### src/sv/spjq_pkg.sv
// Shared types and constants for the stable priority job queue.
`default_nettype none
package spjq_pkg;

  localparam int QUEUE_DEPTH_DEF   = 16;
  localparam int USER_COUNT_DEF    = 16;
  localparam int PRINTER_COUNT_DEF = 4;

  localparam logic MODE_SUBMIT = 1'b0;
  localparam logic MODE_TAKE   = 1'b1;

  typedef enum logic [2:0] {
    ST_ACCEPTED = 3'd0,
    ST_REJ_FULL = 3'd1,
    ST_REJ_USER = 3'd2,
    ST_TAKEN    = 3'd3,
    ST_EMPTY    = 3'd4
  } status_t;

  typedef enum logic [2:0] {
    OP_NONE,
    OP_INSERT,
    OP_REMOVE,
    OP_REJ_FULL,
    OP_REJ_USER,
    OP_EMPTY
  } op_t;

  typedef enum logic {
    CTL_IDLE,
    CTL_HOLD
  } ctl_state_t;

  typedef struct packed {
    logic [15:0] num;
    logic [7:0]  usr;
    logic [15:0] pg;
    logic [7:0]  pri;
  } slot_t;

  typedef struct packed {
    op_t  op;
    logic load_out;
  } dp_cmd_t;

  typedef struct packed {
    logic empty;
    logic full;
  } dp_stat_t;

endpackage
`default_nettype wire

### src/sv/spjq_ctrl.sv
// Controller: handshake, item decode and output word hold state machine.
`default_nettype none
module spjq_ctrl
  import spjq_pkg::*;
#(
  parameter int USER_COUNT = USER_COUNT_DEF
) (
  input  wire        clk,
  input  wire        rst_n,
  input  wire        in_valid,
  output logic       in_stall,
  input  wire        in_mode,
  input  wire  [7:0] in_user_number,
  output logic       out_valid,
  input  wire        out_stall,
  input  dp_stat_t   stat,
  output dp_cmd_t    cmd
);

  ctl_state_t state_r, state_nxt;
  logic       accept;
  logic       user_bad;

  always_ff @(posedge clk) begin
    if (!rst_n) begin
      state_r <= CTL_IDLE;
    end else begin
      state_r <= state_nxt;
    end
  end

  assign user_bad = (in_user_number == 8'd0) || (in_user_number > 8'(USER_COUNT));

  always_comb begin
    in_stall  = (state_r == CTL_HOLD) && out_stall;
    out_valid = (state_r == CTL_HOLD);
    accept    = in_valid && !in_stall;
    state_nxt = state_r;
    cmd.op       = OP_NONE;
    cmd.load_out = accept;
    unique case (state_r)
      CTL_IDLE: begin
        if (accept) state_nxt = CTL_HOLD;
      end
      CTL_HOLD: begin
        if (accept) state_nxt = CTL_HOLD;
        else if (!out_stall) state_nxt = CTL_IDLE;
      end
      default: state_nxt = CTL_IDLE;
    endcase
    if (accept) begin
      if (in_mode == MODE_TAKE) begin
        cmd.op = stat.empty ? OP_EMPTY : OP_REMOVE;
      end else if (user_bad) begin
        cmd.op = OP_REJ_USER;
      end else if (stat.full) begin
        cmd.op = OP_REJ_FULL;
      end else begin
        cmd.op = OP_INSERT;
      end
    end
  end

`ifndef NO_ASSERTIONS
  a_op_only_on_accept: assert property (@(posedge clk) disable iff (!rst_n)
    (cmd.op != OP_NONE) |-> (in_valid && !in_stall))
    else $error("operation issued without an accepted word");
  a_no_insert_when_full: assert property (@(posedge clk) disable iff (!rst_n)
    stat.full |-> (cmd.op != OP_INSERT))
    else $error("insert issued into a full queue");
  a_hold_after_accept: assert property (@(posedge clk) disable iff (!rst_n)
    cmd.load_out |=> out_valid)
    else $error("accepted word produced no result word");
`endif

endmodule
`default_nettype wire

### src/sv/spjq_dp.sv
// Datapath: sorted slot array, counters and result word register.
`default_nettype none
module spjq_dp
  import spjq_pkg::*;
#(
  parameter int QUEUE_DEPTH   = QUEUE_DEPTH_DEF,
  parameter int PRINTER_COUNT = PRINTER_COUNT_DEF
) (
  input  wire         clk,
  input  wire         rst_n,
  input  dp_cmd_t     cmd,
  output dp_stat_t    stat,
  input  wire  [7:0]  in_user_number,
  input  wire  [15:0] in_page_count,
  input  wire  [7:0]  in_job_priority,
  output logic [2:0]  out_status,
  output logic [15:0] out_job_number,
  output logic [7:0]  out_owner,
  output logic [15:0] out_pages_out,
  output logic [7:0]  out_priority_out,
  output logic [2:0]  out_printer,
  output logic [4:0]  out_fill
);

  localparam int OW = $clog2(QUEUE_DEPTH + 1);
  localparam int PW = (PRINTER_COUNT > 1) ? $clog2(PRINTER_COUNT) : 1;

  slot_t          slot_r   [QUEUE_DEPTH];
  slot_t          slot_nxt [QUEUE_DEPTH];
  logic [OW-1:0]  occ_r, occ_nxt;
  logic [15:0]    num_r, num_nxt;
  logic [PW-1:0]  prn_r, prn_nxt;
  logic [PW:0]    prn_full;
  logic [QUEUE_DEPTH-1:0] cand;
  slot_t          new_slot;

  logic [2:0]  status_r, status_nxt;
  logic [15:0] jnum_r, jnum_nxt;
  logic [7:0]  owner_r, owner_nxt;
  logic [15:0] pages_r, pages_nxt;
  logic [7:0]  pri_r, pri_nxt;
  logic [2:0]  printer_r, printer_nxt;
  logic [4:0]  fill_r, fill_nxt;

  assign stat.empty = (occ_r == '0);
  assign stat.full  = (occ_r == OW'(QUEUE_DEPTH));
  assign prn_full   = {1'b0, prn_r} + 1'b1;

  always_comb begin
    new_slot.num = num_r;
    new_slot.usr = in_user_number;
    new_slot.pg  = in_page_count;
    new_slot.pri = in_job_priority;
    for (int i = 0; i < QUEUE_DEPTH; i++) begin
      cand[i] = ((OW'(i) < occ_r) && (slot_r[i].pri > in_job_priority)) ||
                (OW'(i) == occ_r);
    end
  end

  always_comb begin
    for (int i = 0; i < QUEUE_DEPTH; i++) slot_nxt[i] = slot_r[i];
    occ_nxt = occ_r;
    num_nxt = num_r;
    prn_nxt = prn_r;
    status_nxt  = status_r;
    jnum_nxt    = jnum_r;
    owner_nxt   = owner_r;
    pages_nxt   = pages_r;
    pri_nxt     = pri_r;
    printer_nxt = printer_r;
    case (cmd.op)
      OP_INSERT: begin
        if (cand[0]) slot_nxt[0] = new_slot;
        for (int i = 1; i < QUEUE_DEPTH; i++) begin
          if (cand[i-1]) slot_nxt[i] = slot_r[i-1];
          else if (cand[i]) slot_nxt[i] = new_slot;
        end
        occ_nxt = occ_r + 1'b1;
        num_nxt = num_r + 16'd1;
      end
      OP_REMOVE: begin
        for (int i = 0; i < QUEUE_DEPTH - 1; i++) slot_nxt[i] = slot_r[i+1];
        occ_nxt = occ_r - 1'b1;
        prn_nxt = (prn_r == PW'(PRINTER_COUNT - 1)) ? '0 : prn_r + 1'b1;
      end
      default: ;
    endcase
    if (cmd.load_out) begin
      jnum_nxt    = '0;
      owner_nxt   = '0;
      pages_nxt   = '0;
      pri_nxt     = '0;
      printer_nxt = '0;
      case (cmd.op)
        OP_INSERT: begin
          status_nxt = ST_ACCEPTED;
          jnum_nxt   = num_r;
        end
        OP_REMOVE: begin
          status_nxt  = ST_TAKEN;
          jnum_nxt    = slot_r[0].num;
          owner_nxt   = slot_r[0].usr;
          pages_nxt   = slot_r[0].pg;
          pri_nxt     = slot_r[0].pri;
          printer_nxt = 3'(prn_full);
        end
        OP_REJ_FULL: status_nxt = ST_REJ_FULL;
        OP_REJ_USER: status_nxt = ST_REJ_USER;
        default:     status_nxt = ST_EMPTY;
      endcase
    end
    fill_nxt = cmd.load_out ? 5'(occ_nxt) : fill_r;
  end

  always_ff @(posedge clk) begin
    if (!rst_n) begin
      occ_r <= '0;
      num_r <= 16'd1;
      prn_r <= '0;
    end else begin
      occ_r <= occ_nxt;
      num_r <= num_nxt;
      prn_r <= prn_nxt;
    end
  end

  always_ff @(posedge clk) begin
    for (int i = 0; i < QUEUE_DEPTH; i++) slot_r[i] <= slot_nxt[i];
    status_r  <= status_nxt;
    jnum_r    <= jnum_nxt;
    owner_r   <= owner_nxt;
    pages_r   <= pages_nxt;
    pri_r     <= pri_nxt;
    printer_r <= printer_nxt;
    fill_r    <= fill_nxt;
  end

  assign out_status       = status_r;
  assign out_job_number   = jnum_r;
  assign out_owner        = owner_r;
  assign out_pages_out    = pages_r;
  assign out_priority_out = pri_r;
  assign out_printer      = printer_r;
  assign out_fill         = fill_r;

`ifndef NO_ASSERTIONS
  a_occ_bound: assert property (@(posedge clk) disable iff (!rst_n)
    occ_r <= OW'(QUEUE_DEPTH))
    else $error("occupancy above queue depth");
  a_insert_grows: assert property (@(posedge clk) disable iff (!rst_n)
    (cmd.op == OP_INSERT) |=> (occ_r == $past(occ_r) + 1'b1))
    else $error("insert did not grow occupancy");
  a_remove_shrinks: assert property (@(posedge clk) disable iff (!rst_n)
    (cmd.op == OP_REMOVE) |=> (occ_r == $past(occ_r) - 1'b1))
    else $error("remove did not shrink occupancy");
  a_reject_keeps_number: assert property (@(posedge clk) disable iff (!rst_n)
    (cmd.op == OP_REJ_FULL || cmd.op == OP_REJ_USER) |=> $stable(num_r))
    else $error("rejected job consumed a job number");
`endif

endmodule
`default_nettype wire

### src/sv/stable_priority_job_queue_core.sv
// Top level of the stable priority job queue.
//
//   channel  ports                                       direction
//   in       in_valid/in_stall, mode, user, pages, prio  item into the queue
//   out      out_valid/out_stall, status..fill           one result word per item
//
// One item per cycle while out_stall is low: the sorted slot row inserts or removes
// with every slot comparing and shifting in parallel. The result word sits in an
// output register; a new item is taken while it waits unless out_stall is high.
// Reset clears occupancy, sets the job number to 1 and points the printer at 1;
// slot contents are not cleared and need no clearing pass.
`default_nettype none
module stable_priority_job_queue_core
  import spjq_pkg::*;
#(
  parameter int QUEUE_DEPTH   = QUEUE_DEPTH_DEF,
  parameter int USER_COUNT    = USER_COUNT_DEF,
  parameter int PRINTER_COUNT = PRINTER_COUNT_DEF
) (
  input  wire         clk,
  input  wire         rst_n,
  input  wire         in_valid,
  output logic        in_stall,
  input  wire         in_mode,
  input  wire  [7:0]  in_user_number,
  input  wire  [15:0] in_page_count,
  input  wire  [7:0]  in_job_priority,
  output logic        out_valid,
  input  wire         out_stall,
  output logic [2:0]  out_status,
  output logic [15:0] out_job_number,
  output logic [7:0]  out_owner,
  output logic [15:0] out_pages_out,
  output logic [7:0]  out_priority_out,
  output logic [2:0]  out_printer,
  output logic [4:0]  out_fill
);

  dp_cmd_t  cmd;
  dp_stat_t stat;

  spjq_ctrl #(
    .USER_COUNT (USER_COUNT)
  ) u_ctrl (
    .clk            (clk),
    .rst_n          (rst_n),
    .in_valid       (in_valid),
    .in_stall       (in_stall),
    .in_mode        (in_mode),
    .in_user_number (in_user_number),
    .out_valid      (out_valid),
    .out_stall      (out_stall),
    .stat           (stat),
    .cmd            (cmd)
  );

  spjq_dp #(
    .QUEUE_DEPTH   (QUEUE_DEPTH),
    .PRINTER_COUNT (PRINTER_COUNT)
  ) u_dp (
    .clk              (clk),
    .rst_n            (rst_n),
    .cmd              (cmd),
    .stat             (stat),
    .in_user_number   (in_user_number),
    .in_page_count    (in_page_count),
    .in_job_priority  (in_job_priority),
    .out_status       (out_status),
    .out_job_number   (out_job_number),
    .out_owner        (out_owner),
    .out_pages_out    (out_pages_out),
    .out_priority_out (out_priority_out),
    .out_printer      (out_printer),
    .out_fill         (out_fill)
  );

endmodule
`default_nettype wire
### config.mk
export PLATFORM = sky130hd
export DESIGN_NAME = stable_priority_job_queue_core
export DESIGN_NICKNAME = d
export VERILOG_FILES = /design/src/sv/spjq_pkg.sv /design/src/sv/spjq_ctrl.sv /design/src/sv/spjq_dp.sv /design/src/sv/stable_priority_job_queue_core.sv
export SDC_FILE = /design/constraint.sdc
export NUM_CORES = 2
export LEC_CHECK = 0
export ABC_AREA = 1
export ABC_CLOCK_PERIOD_IN_PS = 11000
export BUFFER_PORTS_ARGS = -buffer_cell sky130_fd_sc_hd__buf_2
export CORE_MARGIN = 2
export CORE_UTILIZATION = 45
export CTS_BUF_LIST = sky130_fd_sc_hd__clkbuf_4
export DETAILED_ROUTE_END_ITERATION = 6
export GPL_TIMING_DRIVEN = 0
export PLACE_DENSITY = 0.63
export SLEW_MARGIN = 25
export SYNTH_ARGS = -nofsm -noshare
export SYNTH_HDL_FRONTEND = slang
export SYNTH_SLANG_ARGS = --single-unit
export TNS_END_PERCENT = 20
### constraint.sdc
create_clock -name clk -period 11 [get_ports clk]
set_clock_uncertainty 0.1 [all_clocks]
set_input_delay 0.55 -clock clk [delete_from_list [all_inputs] [get_ports clk]]
set_output_delay 0.55 -clock clk [all_outputs]
set_load 0.1 [all_outputs]
## After elaboration in Yosys (flattened, before gate mapping)

Memory sizes are Yosys's and may differ from the RTL's.
Index checks and enable logic that the tools add are counted.

| word-level totals | value |
|---|---|
| bits in registers | 83 |
| memory bits (writable) | 768 |
| bits of input ports | 37 |
| output and inout bits | 61 |
| logic and storage cells | 156 |
| memories | 1 |

Memory list:

| name | depth | bits a word | rd ports | clocked after memory_dff | write ports | line | text |
|---|---|---|---|---|---|---|---|
| u_dp.slot_r | 16 | 48 | 16 | 0 | 16 | spjq_dp.sv:28 | `slot_t slot_r [QUEUE_DEPTH];` |

| cells by class | value |
|---|---|
| add/sub/neg operators | 5 |
| magnitude comparators | 33 |
| equality and inequality tests | 21 |
| multiplexer cells | 46 |
| bitwise logic cells | 1 |
| reductions and logical operators | 38 |

Operator list:

| operator | number |
|---|---|
| 48-bit 2-to-1 mux | 32 |
| 720-bit one-hot mux with 2 select lines | 1 |
| 8-bit greater-than comparator | 16 |
| 4-bit by 5-bit equality test with 1-bit output, first input constant | 8 |
| 4-bit by 5-bit less-than comparator with 1-bit output, first input constant | 8 |
| 16-bit one-hot mux with 2 select lines | 1 |
| 3-bit by 5-bit equality test with 1-bit output, first input constant | 4 |
| 3-bit by 5-bit less-than comparator with 1-bit output, first input constant | 4 |
| 1-bit logical AND | 18 |
| 1-bit logical OR | 17 |
| 16-bit by 1-bit adder with 16-bit output, second input constant | 1 |
| 3-bit 2-to-1 mux | 4 |
| 3-bit one-hot mux with 4 select lines | 1 |
| 2-bit by 5-bit equality test with 1-bit output, first input constant | 2 |
| 1-bit by 5-bit less-than comparator with 1-bit output, first input constant | 2 |
| 2-bit by 5-bit less-than comparator with 1-bit output, first input constant | 2 |
| 5-bit one-hot mux with 2 select lines | 1 |
| 8-bit by 5-bit greater-than comparator with 1-bit output, second input constant | 1 |
| 8-bit logical NOT | 1 |
| 3-bit by 2-bit equality test with 1-bit output, second input constant | 2 |
| 5-bit by 1-bit adder with 5-bit output, second input constant | 1 |
| 1-bit by 5-bit equality test with 1-bit output, first input constant | 1 |
| 5-bit equality test, second input constant | 1 |
| 5-bit logical NOT | 1 |
| other kinds (11) | 14 |

## Logic depth before layout (Yosys ltp)

| logic depth | value |
|---|---|
| depth in word-level cells | 7 |
| depth in mapped cells | 16 |
| mapped depth without buffers | 14 |

## Modules after synthesis

Synthesis repeated with hierarchy kept, for this count alone.

| unflattened totals | value |
|---|---|
| cell total of the unflattened synthesis | 6404 |
| area total of the unflattened synthesis | 49887.8 um2 |

By module, submodules not included:

| module | times used | cells each | area each (um2) |
|---|---|---|---|
| spjq_dp | 1 | 6377 | 49745.2 |
| spjq_ctrl | 1 | 27 | 142.6 |

## Worst setup path before layout

No wires, ideal clock.

| timing | value |
|---|---|
| kind | register -> register |
| start point | register u_ctrl.out_valid (netlist name) |
| end point | memory u_dp.slot_r[2][0] (netlist name), enable pin |
| arrival time | 8.013 ns |
| required time | 10.380 ns |
| setup slack | 2.367 ns |
| stages on the path, launching flop included | 8 |
| path through | dfxtp_1 nand2_1 inv_1 nor2_1 nand3_2 inv_1 nor2_2 o21ai_0 |

RTL lines:

| item | line |
|---|---|
| end, declared | spjq_dp.sv:28 |

==> results.md <==
* Run status: finished with violations
* Violated checks: DRC
* Clock-pin slew reported for the worst setup and hold paths after clock tree synthesis at 0.06 ns
* Slew headroom at 30.12%
* Startpoint types: register
* Type of element capturing the critical path: register
* RSZ-0062 raised after global routing: false
* Die footprint at 0.1131 mm^2
* Total via count after detailed routing at 41841
* Hold Crit Class: input port to register
* Overall die height at 336.3 um
* Initial antenna violation count at 6
* Clock buffers created by TritonCTS at 229
* Net Count, Synth at 6510
* YS warnings at 0
* Setup slack, reg-to-reg at 6.32 ns
* List of cells traversed by the critical path: buf_2 -> inv_2 -> ha_1 -> inv_1 -> nor2_2 -> nand2_1 -> nand3_2 -> inv_1 -> nor2_2 -> buf_2 -> a21oi_4 -> buf_16 -> buf_16
* Longest Clk Path Bufs at 3
* Cell count after synthesis at 6338
* # nets final at 6899
* Horizontal die dimension at 336.3 um
* Transition time of the tightest slew-check pin at 1.047 ns
* Number of global-route vias before repair at 41131
* Minimum clock period after layout at 4.682 ns
* Mean Syn Cell Area at 7.838 um^2
* WL met1 at 67910 um
* Clock latency on the worst-skew pair at 1.17 ns
* Metal3 WL at 10700 um
* Part of the Yosys area used for sequential elements at 50.96%
* Root buffer cell: clkbuf_4
* Max IR drop VDD at 0.09959 mV
* Leading cell types by count after synthesis: 2348 x nand2_1, 1376 x nand3_1, 827 x edfxtp_1
* I/O pin count at 98
* Effective utilization at floorplan at 45.51%
* Data arrival time of the critical path at 5.45 ns
* Part of the cycle the worst path needs at 42.56%
* Critical path class: register to register
* Setup-violating endpoint count in the final report at 0
* Most used flip-flop cell after synthesis: edfxtp_1
* Post-synth EDFFs at 827
* CTS sink cnt at 851
* Routed length per placed instance at 18.22 um
* CP required at 11.77 ns
* Final count of pins violating max slew at 0
* Number of antenna-violating nets in the routed design at 0
* Routed wire length at 152900 um
* Wire length of the first global-routing pass at 232200 um
* Setup bufs post-CTS at 0
* Highest achievable clock rate at 213.6 MHz
* Layout Utilization at 51.41%
* Estimated wirelength of the detail-placed design at 124000 um
* Fraction of post-synthesis cell area in the top cell type by area at 49.99%
* Count of buffering cells on the critical path with inverters included at 7
* Proportion of register bits with asynchronous set or reset after synthesis at 0%
* Share of post-route cells with drive strength above 1 at 10.88%
* Filler cell count in the final layout at 10717
* Port Buffer Count at 97
* Site Rows at 121
* Endpoints failing hold at 0
* Area contributors post-synth: edfxtp_1 50%, nand2_1 18%, nand3_1 14%, inv_1 5.8%, ha_1 3.4%
* Crit path largest cell delay at 0.82 ns
* Number of register bits inferred by synthesis at 851
* Violation count after the first detailed-route iteration at 3985
* Post-synthesis instance area at 0.04968 mm^2
* Post-CTS Resized at 0
* P per Cell Area at 174.1 mW/mm^2
* Detailed-route DRC error count at 8
* Signed area change from the synthesized netlist to the final layout at 12.96%
* Top Layer Used: met4
* Total power consumption of the routed design at 9.771 mW
* Critical-path cell with the highest stage delay: nor2_2
* Placeable core region at 0.1092 mm^2
* Hold_ws at 0.1794 ns
* Maximum number of pins on one net before global-route repair at 49
* Detailed-router iteration count before antenna repair at 7
* Wire length on met2 at 68630 um
* Biggest area consumer among synthesized cells: edfxtp_1
* Most repeated cell in the gate-level netlist after synthesis: nand2_1
* Maximum fanout along the worst path at 23
* GR Util All Layers at 26.92%
* GRT overflow at 0
* # H-tree levels at 4
* RD Place Congestion at 0.9554
* Clock tree from TritonCTS: done
* Post-synthesis cell type count at 35
* Maximum Capacitance Violations at 0
* Vias per std cell at 4.986
* Static power due to leakage at 27.01 nW
* Dominant delay contributor by cell family on the critical path: simple AND/OR/NAND/NOR gates
==> timing repair <==
| item | in CTS | in global routing |
|---|---|---|
| endpoints found under the setup margin | 0 | 0 |
| hold buffers | 37 | 0 |
| hold endpoints to repair | 230 | 0 |
==> flip-flops by register name, summed over array words and instances (netlist names) <==
| signal | flops |
|---|---|
| u_ctrl.out_valid | 1 |
| u_dp.num_r | 16 |
| u_dp.occ_r | 5 |
| u_dp.out_fill | 5 |
| u_dp.out_job_number | 16 |
| u_dp.out_owner | 8 |
| u_dp.out_pages_out | 16 |
| u_dp.out_printer | 3 |
| u_dp.out_priority_out | 8 |
| u_dp.out_status | 3 |
| u_dp.prn_r | 2 |
| u_dp.slot_r | 768 |
==> layer usage <==
layer,up-vias,global-route usage (%)
met5,-,0
met4,0,10.77
met3,277,4.175
met2,1493,43.46
met1,18534,36.29
li1,21537,-
==> power by group <==
part	leakage (nW)	total [mW]	switching, mW	internal, mW
logic	17.5	2.62	1.85	0.774
clock network	1.80	2.92	1.39	1.53
registers	7.75	4.23	0.133	4.10
total	27.0	9.77	3.37	6.40
==> through the flow <==
step	cell area, um^2	setup WS [ns]	setup TNS [ns]	std cells
final	56110	6.318	0	8391
after global placement	52010	-0.5941	-28.04	7911
after CTS	56100	6.459	0	8388
after detailed placement	52710	6.139	0	7935
after floorplan	49680	2.367	0	6338
after global routing	56110	6.292	0	8389
==> logic make-up after synthesis <==
logic type | Yosys count | synth area share (%)
compound gates | 237 | 2.604
fa+ha+maj | 135 | 3.400
flops | 851 | 50.96
buf+inv | 1237 | 10.01
xor+xnor | 9 | 0.1587
simple gates | 3869 | 32.87
==> worst min-delay path: stages <==
cell           delay (ns)
dlygate4sd3_1        0.53
buf_2                0.19
nand3_1              0.09
==> worst paths after layout <==
path	from	end	cells after the start
setup / recovery	u_dp.occ_r[0]	u_dp.slot_r[4][22]	13
hold / removal	rst_n	u_dp.num_r[0]	3
setup reg to reg	u_dp.occ_r[0]	u_dp.slot_r[4][22]	13
hold reg to reg	u_dp.prn_r[1]	u_dp.prn_r[1]	2
==> area by class of cell <==
type	instances	area, um^2	area share, %
sequential	851	25310	45.11
multi-input combinational	4250	19530	34.80
inverter	791	2969	5.291
clock buffer	351	2635	4.696
buffer	446	2013	3.588
tap	1476	1847	3.291
timing repair buffer	158	1411	2.515
clock inverter	65	386.6	0.6890
antenna	3	7.507	0.01338
==> placed cells by master, fill, tap and decap left out, types with 4 or more instances in the layout <==
| cell | instances |
|---|---|
| buf_12 | 14 |
| a21oi_4 | 4 |
| buf_2 | 297 |
| xor2_1 | 9 |
| inv_1 | 769 |
| a21oi_1 | 76 |
| buf_1 | 26 |
| nand4_1 | 9 |
| o21a_1 | 13 |
| nor3_1 | 10 |
| dlygate4sd3_1 | 37 |
| nand3_1 | 1376 |
| clkbuf_2 | 8 |
| nor2_4 | 12 |
| o22ai_1 | 16 |
| clkinv_2 | 4 |
| a31oi_1 | 4 |
| dfxtp_1 | 24 |
| inv_6 | 7 |
| nor2_1 | 106 |
| clkbuf_4 | 351 |
| inv_2 | 9 |
| buf_16 | 10 |
| nand2_1 | 2347 |
| o21bai_1 | 14 |
| buf_4 | 17 |
| o21ai_0 | 102 |
| edfxtp_1 | 827 |
| clkbuf_1 | 193 |
| clkinv_1 | 59 |
| clkinv_4 | 4 |
| ha_1 | 135 |
(Power assumes the default switching activity.)
